<file path="src/ipd_pkg.sv">
// ----------------------------------------------------------------------------
// ipd_pkg: shared constants for the incremental PID drive
// Register map, reset values and datapath widths used by the top level
// and by the iterative divider.
// ----------------------------------------------------------------------------
`default_nettype none

package ipd_pkg;

  // default sample width in bits (range 8..16)
  localparam int SAMPLE_BITS_DEF = 16;

  // configuration port
  localparam int CFG_IDX_W  = 3;
  localparam int CFG_DATA_W = 16;

  // register indexes
  localparam logic [CFG_IDX_W-1:0] REG_PROP_GAIN    = 3'd0;
  localparam logic [CFG_IDX_W-1:0] REG_INTEG_GAIN   = 3'd1;
  localparam logic [CFG_IDX_W-1:0] REG_DERIV_GAIN   = 3'd2;
  localparam logic [CFG_IDX_W-1:0] REG_INTEG_WINDOW = 3'd3;
  localparam logic [CFG_IDX_W-1:0] REG_OUT_DIVISOR  = 3'd4;
  localparam logic [CFG_IDX_W-1:0] REG_OUT_MIN      = 3'd5;
  localparam logic [CFG_IDX_W-1:0] REG_OUT_MAX      = 3'd6;

  // field widths
  localparam int GAIN_W  = 16;
  localparam int DRIVE_W = 8;
  localparam int SUM_W   = 32;   // control sum and dividend magnitude
  localparam int DIV_W   = 16;   // divisor
  localparam int ACC_W   = 42;   // wide accumulator, holds sum plus three terms

  // register reset values
  localparam logic [GAIN_W-1:0]  PROP_GAIN_RST    = 16'd16000;
  localparam logic [GAIN_W-1:0]  INTEG_GAIN_RST   = 16'd100;
  localparam logic [GAIN_W-1:0]  DERIV_GAIN_RST   = 16'd20000;
  localparam logic [GAIN_W-1:0]  INTEG_WINDOW_RST = 16'd250;
  localparam logic [DIV_W-1:0]   OUT_DIVISOR_RST  = 16'd20000;
  localparam logic [DRIVE_W-1:0] OUT_MIN_RST      = 8'd0;
  localparam logic [DRIVE_W-1:0] OUT_MAX_RST      = 8'd100;

endpackage

`default_nettype wire

</file>
<file path="src/incremental_pid_drive.sv">
// ----------------------------------------------------------------------------
// incremental_pid_drive: velocity-form PID controller with clamped drive
// Per sample forms the error, updates a saturating control sum by the
// proportional, windowed integral and derivative increments, scales the
// sum by a divisor and clamps the result to the drive limits.
// ----------------------------------------------------------------------------
// Each sample goes from acceptance to its drive beat in these steps: the
// error differences are formed, the three gain products are taken on a
// shared multiplier (multiply, then accumulate), the sum is saturated, and
// the bit-serial divider, which takes most of the time, feeds the final
// clamp. s_tready is high only while the block is idle, so no new sample
// is taken before the last is done; a finished drive value sits in an
// output register, so the next sample can be accepted while that beat
// waits for m_tready. Configuration registers are written through cfg_we,
// cfg_index and cfg_data by the user only while the block is idle; the block does not enforce it.
`default_nettype none

module incremental_pid_drive #(
  parameter int SAMPLE_BITS = ipd_pkg::SAMPLE_BITS_DEF
) (
  input  wire logic                          clk,
  input  wire logic                          rst,
  // input samples
  input  wire logic                          s_tvalid,
  output logic                               s_tready,
  input  wire logic [31:0]                   s_tdata,   // [15:0] set_point, [31:16] process_value
  // drive output
  output logic                               m_tvalid,
  input  wire logic                          m_tready,
  output logic [7:0]                         m_tdata,   // [7:0] drive
  // configuration writes
  input  wire logic                          cfg_we,
  input  wire logic [ipd_pkg::CFG_IDX_W-1:0] cfg_index,
  input  wire logic [ipd_pkg::CFG_DATA_W-1:0] cfg_data
);

  localparam int EW  = SAMPLE_BITS + 1;          // error
  localparam int D1W = SAMPLE_BITS + 2;          // e - e1
  localparam int D2W = SAMPLE_BITS + 3;          // e - 2e1 + e2
  localparam int PW  = ipd_pkg::GAIN_W + 1 + D2W; // gain product
  localparam int AW  = ipd_pkg::ACC_W;
  localparam int SW  = ipd_pkg::SUM_W;
  localparam int QW  = SW + 2;                   // signed quotient for clamp

  // sequencer states
  localparam logic [2:0] S_IDLE = 3'd0;
  localparam logic [2:0] S_ERR  = 3'd1;
  localparam logic [2:0] S_MUL  = 3'd2;
  localparam logic [2:0] S_ADD  = 3'd3;
  localparam logic [2:0] S_SAT  = 3'd4;
  localparam logic [2:0] S_DIV  = 3'd5;
  localparam logic [2:0] S_DONE = 3'd6;

  // product terms
  localparam logic [1:0] T_PROP  = 2'd0;
  localparam logic [1:0] T_INTEG = 2'd1;
  localparam logic [1:0] T_DERIV = 2'd2;

  // configuration registers
  logic [ipd_pkg::GAIN_W-1:0]  prop_gain;
  logic [ipd_pkg::GAIN_W-1:0]  integ_gain;
  logic [ipd_pkg::GAIN_W-1:0]  deriv_gain;
  logic [ipd_pkg::GAIN_W-1:0]  integ_window;
  logic [ipd_pkg::DIV_W-1:0]   out_divisor;
  logic [ipd_pkg::DRIVE_W-1:0] out_min;
  logic [ipd_pkg::DRIVE_W-1:0] out_max;

  // loop state and working registers
  logic [2:0]             state;
  logic [1:0]             term;
  logic signed [SW-1:0]   control_sum;
  logic signed [EW-1:0]   last_error;
  logic signed [EW-1:0]   older_error;
  logic signed [EW-1:0]   err;
  logic signed [D1W-1:0]  diff1;
  logic signed [D2W-1:0]  diff2;
  logic                   in_window;
  logic signed [PW-1:0]   prod;
  logic signed [AW-1:0]   acc;
  logic                   negative;

  // combinational helpers
  logic [SAMPLE_BITS-1:0]      sp;
  logic [SAMPLE_BITS-1:0]      pv;
  logic signed [EW-1:0]        err_new;
  logic [EW-1:0]               err_mag;
  logic [ipd_pkg::GAIN_W-1:0]  mul_gain;
  logic signed [D2W-1:0]       mul_opnd;
  logic signed [SW-1:0]        sat_sum;
  logic [SW-1:0]               sat_mag;
  logic [ipd_pkg::DIV_W-1:0]   divisor_eff;
  logic                        div_start;
  logic                        div_done;
  logic [SW-1:0]               div_quo;
  logic signed [QW-1:0]        q_signed;
  logic [ipd_pkg::DRIVE_W-1:0] drive;
  logic                        out_free;

  // configuration writes; unknown indexes fall through
  always_ff @(posedge clk) begin
    if (rst) begin
      prop_gain    <= ipd_pkg::PROP_GAIN_RST;
      integ_gain   <= ipd_pkg::INTEG_GAIN_RST;
      deriv_gain   <= ipd_pkg::DERIV_GAIN_RST;
      integ_window <= ipd_pkg::INTEG_WINDOW_RST;
      out_divisor  <= ipd_pkg::OUT_DIVISOR_RST;
      out_min      <= ipd_pkg::OUT_MIN_RST;
      out_max      <= ipd_pkg::OUT_MAX_RST;
    end else if (cfg_we) begin
      unique case (cfg_index)
        ipd_pkg::REG_PROP_GAIN:    prop_gain    <= cfg_data;
        ipd_pkg::REG_INTEG_GAIN:   integ_gain   <= cfg_data;
        ipd_pkg::REG_DERIV_GAIN:   deriv_gain   <= cfg_data;
        ipd_pkg::REG_INTEG_WINDOW: integ_window <= cfg_data;
        ipd_pkg::REG_OUT_DIVISOR:  out_divisor  <= cfg_data;
        ipd_pkg::REG_OUT_MIN:      out_min      <= cfg_data[ipd_pkg::DRIVE_W-1:0];
        ipd_pkg::REG_OUT_MAX:      out_max      <= cfg_data[ipd_pkg::DRIVE_W-1:0];
        default: ;
      endcase
    end
  end

  assign s_tready = (state == S_IDLE);
  assign out_free = !m_tvalid || m_tready;

  // error and its magnitude from the current beat
  always_comb begin
    sp      = s_tdata[SAMPLE_BITS-1:0];
    pv      = s_tdata[16 +: SAMPLE_BITS];
    err_new = EW'(sp) - EW'(pv);
    err_mag = err_new[EW-1] ? EW'(-err_new) : EW'(err_new);
  end

  // shared multiplier operand select
  always_comb begin
    case (term)
      T_PROP: begin
        mul_gain = prop_gain;
        mul_opnd = D2W'(diff1);
      end
      T_INTEG: begin
        mul_gain = in_window ? integ_gain : '0;
        mul_opnd = D2W'(err);
      end
      default: begin
        mul_gain = deriv_gain;
        mul_opnd = diff2;
      end
    endcase
  end

  // saturation to 32 bits and magnitude for the divider
  always_comb begin
    if (acc > AW'(signed'({1'b0, {(SW-1){1'b1}}}))) begin
      sat_sum = {1'b0, {(SW-1){1'b1}}};
    end else if (acc < AW'(signed'({1'b1, {(SW-1){1'b0}}}))) begin
      sat_sum = {1'b1, {(SW-1){1'b0}}};
    end else begin
      sat_sum = acc[SW-1:0];
    end
    sat_mag     = sat_sum[SW-1] ? SW'(-sat_sum) : SW'(sat_sum);
    divisor_eff = (out_divisor == '0) ? ipd_pkg::DIV_W'(1) : out_divisor;
    div_start   = (state == S_SAT);
  end

  // clamp of the signed quotient
  always_comb begin
    q_signed = negative ? -QW'(div_quo) : QW'(div_quo);
    if (q_signed < signed'(QW'(out_min))) begin
      drive = out_min;
    end else if (q_signed > signed'(QW'(out_max))) begin
      drive = out_max;
    end else begin
      drive = q_signed[ipd_pkg::DRIVE_W-1:0];
    end
  end

  // sequencer
  always_ff @(posedge clk) begin
    if (rst) begin
      state       <= S_IDLE;
      term        <= T_PROP;
      control_sum <= '0;
      last_error  <= '0;
      older_error <= '0;
    end else begin
      unique case (state)
        S_IDLE: begin
          if (s_tvalid) begin
            state <= S_ERR;
          end
        end
        S_ERR: begin
          older_error <= last_error;
          last_error  <= err;
          term        <= T_PROP;
          state       <= S_MUL;
        end
        S_MUL: begin
          state <= S_ADD;
        end
        S_ADD: begin
          if (term == T_DERIV) begin
            state <= S_SAT;
          end else begin
            term  <= term + 1'b1;
            state <= S_MUL;
          end
        end
        S_SAT: begin
          control_sum <= sat_sum;
          state       <= S_DIV;
        end
        S_DIV: begin
          if (div_done) begin
            state <= S_DONE;
          end
        end
        S_DONE: begin
          if (out_free) begin
            state <= S_IDLE;
          end
        end
        default: state <= S_IDLE;
      endcase
    end
  end

  // drive beat valid: set on a finished sample, cleared when taken
  always_ff @(posedge clk) begin
    if (rst) begin
      m_tvalid <= 1'b0;
    end else if (state == S_DONE && out_free) begin
      m_tvalid <= 1'b1;
    end else if (m_tready) begin
      m_tvalid <= 1'b0;
    end
  end

  // datapath registers
  always_ff @(posedge clk) begin
    if (state == S_IDLE && s_tvalid) begin
      err       <= err_new;
      in_window <= 17'(err_mag) < {1'b0, integ_window};
    end
    if (state == S_ERR) begin
      diff1 <= D1W'(err) - D1W'(last_error);
      diff2 <= D2W'(err) - (D2W'(last_error) <<< 1) + D2W'(older_error);
      acc   <= AW'(control_sum);
    end
    if (state == S_MUL) begin
      prod <= signed'({1'b0, mul_gain}) * mul_opnd;
    end
    if (state == S_ADD) begin
      acc <= acc + AW'(prod);
    end
    if (state == S_SAT) begin
      negative <= sat_sum[SW-1];
    end
    if (state == S_DONE && out_free) begin
      m_tdata <= drive;
    end
  end

  ipd_div u_div (
    .clk      (clk),
    .rst      (rst),
    .start    (div_start),
    .dividend (sat_mag),
    .divisor  (divisor_eff),
    .done     (div_done),
    .quotient (div_quo)
  );

endmodule

`default_nettype wire

</file>
<file path="src/ipd_div.sv">
// ----------------------------------------------------------------------------
// ipd_div: iterative unsigned divider
// Restoring division of a 32-bit magnitude by a 16-bit divisor, one
// quotient bit per cycle. done pulses once the quotient is complete.
// ----------------------------------------------------------------------------
`default_nettype none

module ipd_div (
  input  wire logic                     clk,
  input  wire logic                     rst,
  input  wire logic                     start,
  input  wire logic [ipd_pkg::SUM_W-1:0] dividend,
  input  wire logic [ipd_pkg::DIV_W-1:0] divisor,
  output logic                          done,
  output logic [ipd_pkg::SUM_W-1:0]     quotient
);

  localparam int CNT_W = $clog2(ipd_pkg::SUM_W);

  logic                        busy;
  logic [CNT_W-1:0]            count;
  logic [ipd_pkg::DIV_W-1:0]   rem;
  logic [ipd_pkg::DIV_W-1:0]   dvsr;
  logic [ipd_pkg::DIV_W:0]     shifted;
  logic [ipd_pkg::DIV_W+1:0]   trial;

  // one restoring step: shift in the next dividend bit and try a subtract
  always_comb begin
    shifted = {rem, quotient[ipd_pkg::SUM_W-1]};
    trial   = {1'b0, shifted} - {2'b00, dvsr};
  end

  // control
  always_ff @(posedge clk) begin
    if (rst) begin
      busy  <= 1'b0;
      done  <= 1'b0;
      count <= '0;
    end else begin
      done <= 1'b0;
      if (start) begin
        busy  <= 1'b1;
        count <= '0;
      end else if (busy) begin
        count <= count + 1'b1;
        if (count == CNT_W'(ipd_pkg::SUM_W - 1)) begin
          busy <= 1'b0;
          done <= 1'b1;
        end
      end
    end
  end

  // datapath
  always_ff @(posedge clk) begin
    if (start) begin
      rem      <= '0;
      dvsr     <= divisor;
      quotient <= dividend;
    end else if (busy) begin
      if (trial[ipd_pkg::DIV_W+1]) begin
        rem <= shifted[ipd_pkg::DIV_W-1:0];
      end else begin
        rem <= trial[ipd_pkg::DIV_W-1:0];
      end
      quotient <= {quotient[ipd_pkg::SUM_W-2:0], ~trial[ipd_pkg::DIV_W+1]};
    end
  end

endmodule

`default_nettype wire
</file>
<file path="config.mk">
export PLATFORM = sky130hd
export DESIGN_NAME = incremental_pid_drive
export DESIGN_NICKNAME = d
export VERILOG_FILES = /design/src/ipd_pkg.sv /design/src/incremental_pid_drive.sv /design/src/ipd_div.sv
export SDC_FILE = /design/constraint.sdc
export NUM_CORES = 2
export LEC_CHECK = 0
export BUFFER_PORTS_ARGS = -buffer_cell sky130_fd_sc_hd__buf_2
export CAP_MARGIN = 0
export CELL_PAD_IN_SITES_DETAIL_PLACEMENT = 1
export CELL_PAD_IN_SITES_GLOBAL_PLACEMENT = 1
export CORE_AREA = 8 8 286 288
export DETAILED_ROUTE_END_ITERATION = 7
export DIE_AREA = 0 0 294 296
export PLACE_DENSITY = 0.87
export REMOVE_ABC_BUFFERS = 1
export SLEW_MARGIN = 20
export SYNTH_ARGS = -nofsm -noshare
export SYNTH_HDL_FRONTEND = slang
export SYNTH_SLANG_ARGS = --single-unit
</file>
<file path="constraint.sdc">
create_clock -name clk -period 8.2 [get_ports clk]
set_clock_uncertainty 0.2 [all_clocks]
set_input_delay 1.64 -clock clk [delete_from_list [all_inputs] [get_ports clk]]
set_output_delay 1.64 -clock clk [all_outputs]
set_load 0.05 [all_outputs]
</file>
==> run metrics <==
outcome completed; crit path time final 8010 ps; EDFF count, synth 190; vias in the first global route 31626; hold depth 2; Worst EP arrival 8250 ps; clock buffer count from CTS 44; family with the most delay on the worst path adder cells; CTS max path bufs 3; IO Port Bufs 65; I/O pins 66; CP Buf/Inv Count 6; Internal 8.91 mW; DRC 0; hold path endpoint older_error[10]; CORE AREA 0.0770 sq mm; grt met2 use 42.9%; row cnt 102; grt total ovfl 0; Final Slew Violations 0; Syn Std Cell Area 0.0344 sq mm; most frequent cell on the critical path fa_1; Worst-Margin Slew 1080 ps; DP HPWL 81.8 mm; diode count 0; Clock Latency Late Sink 600 ps; final wirelength 106 mm; first-pass GRT wire length 170 mm; R2R cell count 25; r2r setup slk 190 ps; clk root buf clkbuf_16; register area share after synthesis 27.7%; R2R Path Start term[1]; commonest cells after routing, fill and taps aside 655 x nand2_1, 590 x inv_1, 328 x fa_1, 300 x a21oi_1, 293 x nor2_1; post-synthesis simple-gate area fraction 17.1%; Largest stage delay, worst path 610 ps; share of cells above drive strength 1 6.80%; vias per cell 5.70; width of the die 294 microns; power share of the combinational group 71.2%; area grow syn2layout 9.39%; Psw 8.12 mW; Yosys top cell by area fa_1; Flop pwr share 16.4%; hold buffers post-CTS 0; CTS tree done; Adder-Cell Fraction of Synth Area 27.7%; M1 GR Usage 29.0%; Clock Pin Slew Worst Setup and Hold Paths 70 ps; xor and xnor fraction of the mapped netlist area 3.54%; DRT iter0 DRCs 1804; worst path required time 8450 ps; Mean Syn Cell Area 8.61 sq um; Syn Inst Count 3992; largest family of logic cells by synthesized area adder cells; Synth Flop Type dfxtp_1; Synth Area in Compound Gates 15.1%; Crit. End Element register; Synth top area share 19.1%; Setup violations, final 0; worst hold slack 255 ps; M3 GR Usage 3.17%; drt pass-1 iters 5; Reg-to-Reg End prod[34]; H-tree levels 2; leading cell type in the layout, fill and taps excluded nand2_1; Slew HR 27.8%; post-route ant nets 0; Worst Setup Start Kind register; Synth area leaders fa_1 19%, edfxtp_1 17%, dfxtp_1 11%, ha_1 8.6%, nand2_1 7.2%; largest net degree at the start of global routing 171; CTS Sinks 381; Hold Crit Start older_error[10]; total global-route track usage 24.0%; Synth async-reset ratio 0%; Synth Warn # 0; critical path's slowest cell fa_1; Clock power frac 12.4%; Max-Cap Viols 0; Sw Share 47.7%; Die Height 296 microns; GP Congestion 0.923; total number of vias 28983; max frequency 0.125 GHz; critical path class register to register; final net count 4631; HP Class register to register; Final TNS setup 0 ps; drt wl/cell 20.9 microns; initial antenna violation count 0; leakage 16.5 nW; crit-path max FO 19; fin crit share 97.6%; DIE AREA 0.0870 sq mm; Initial Util 44.7%; mux contribution to synthesized area 0.506%; Peak VDD IR 0.000549 V; power per cell area 453 mW/mm^2; Synth Register Bits 381; Synth cell types 87; Hold Vio Cnt, Final 0; busiest grt layer met2
==> kinds of logic (layout without fill, tap and decap cells) <==
kind of cell,count (synthesis),count (layout)
fa+ha+maj,565,565
buf+inv,758,811
mux,17,17
xor+xnor,139,139
simple gates,1316,1317
compound gates,816,816
flops,381,381
==> state kept, by name, summed over array words and instances, names as in the netlist, 16 cells and up <==
name            count
out_divisor        16
last_error         17
older_error        17
u_div.rem          16
prop_gain          16
u_div.dvsr         16
integ_gain         16
prod               36
deriv_gain         16
acc                42
control_sum        32
diff2              19
integ_window       16
diff1              18
u_div.quotient     32
err                17
==> power by group through the flow <==
stage               Combinational, mW  Clock (mW)  Sequential [mW]
floorplan                        8.75           0             2.78
global placement                 10.7           0             2.82
detailed placement               11.8           0             2.83
CTS                              12.0        2.13             2.80
global route                     13.5        2.19             2.81
finish                           12.1        2.11             2.80
==> per-stage QoR <==
step	utilization, %	area [sq um]	std cells	setup slack [ps]	total power [mW]
final	48.9	37600	5086	194	17.0
after floorplan	-	33800	3826	-1030	11.5
after CTS	48.8	37500	5084	39.9	16.9
after detailed placement	46.8	36000	5002	142	14.7
after global placement	46.8	36000	5002	498	13.5
after global routing	48.9	37600	5086	-49.7	18.5
==> layer usage <==
| layer | vias to the layer above | wire length [microns] |
|---|---|---|
| met1 | 14609 | 43900 |
| met5 | - | 0 |
| met2 | 825 | 52900 |
| met3 | 267 | 4950 |
| li1 | 13282 | - |
| met4 | 0 | 4440 |
==> layout make-up <==
class                           count  area (sq um)
Fill cell                        9102         39400
Clock inverter                     22           245
Inverter                          592          2220
Sequential cell                   381          9530
Tap cell                         1040          1300
Multi-Input combinational cell   2854         22100
Clock buffer                       60          1310
Timing Repair Buffer              137           906
==> worst max-delay path by stage <==
stage / startpoint / to / slack, ps / depth (start not counted)
after detailed placement: term[1] / prod[26] / 140 / 24
after global routing: term[1] / prod[34] / -50 / 25
after CTS: term[1] / prod[26] / 40 / 24
final: term[1] / prod[34] / 190 / 25
after floorplan: term[0] / prod[35] / -1030 / 25
after global placement: term[0] / prod[35] / 500 / 25
==> synth_stat cells (8+ instances only) <==
| cell | instances |
|---|---|
| o21ai_0 | 147 |
| o211ai_1 | 16 |
| ha_1 | 237 |
| nand2b_1 | 36 |
| nand4_1 | 16 |
| nor3_1 | 62 |
| and3_1 | 17 |
| a21oi_1 | 301 |
| dfxtp_1 | 191 |
| o221ai_1 | 8 |
| o31ai_1 | 23 |
| o21ai_1 | 12 |
| xnor2_1 | 99 |
| a211oi_1 | 26 |
| nor2b_1 | 33 |
| o21bai_1 | 16 |
| mux2i_1 | 14 |
| a31oi_1 | 19 |
| o21a_1 | 26 |
| o31a_1 | 10 |
| nand2_1 | 660 |
| or3_1 | 18 |
| a22o_1 | 19 |
| nand3_1 | 46 |
| o2111ai_1 | 10 |
| fa_1 | 328 |
| or2_2 | 12 |
| xor2_1 | 40 |
| nor2_1 | 296 |
| a22oi_1 | 23 |
| and2_1 | 27 |
| a21boi_0 | 14 |
| nand3b_1 | 37 |
| inv_1 | 590 |
| edfxtp_1 | 190 |
| clkbuf_1 | 156 |
| nor4_1 | 18 |
| a21o_1 | 58 |
==> worst reg2reg max path: stages, from the launching register on <==
cell	delay (ps)
dfxtp_1	370
inv_1	90
ha_1	280
and2_2	280
a222oi_1	440
buf_12	230
nor2_1	90
fa_1	500
inv_1	60
fa_1	540
inv_1	60
fa_1	520
fa_1	440
fa_1	610
inv_1	80
fa_1	530
inv_1	40
ha_1	400
a21oi_2	200
o21ai_0	170
o211ai_1	520
a21o_1	250
a31oi_2	130
o41a_1	390
nor4b_1	290
a311o_1	170
==> repair_timing <==
action	4_1_cts	5_1_grt
endpoints found under the setup margin	0	8
buffers inserted	0	1
resized for setup	0	15
(Power assumes the default switching activity.)
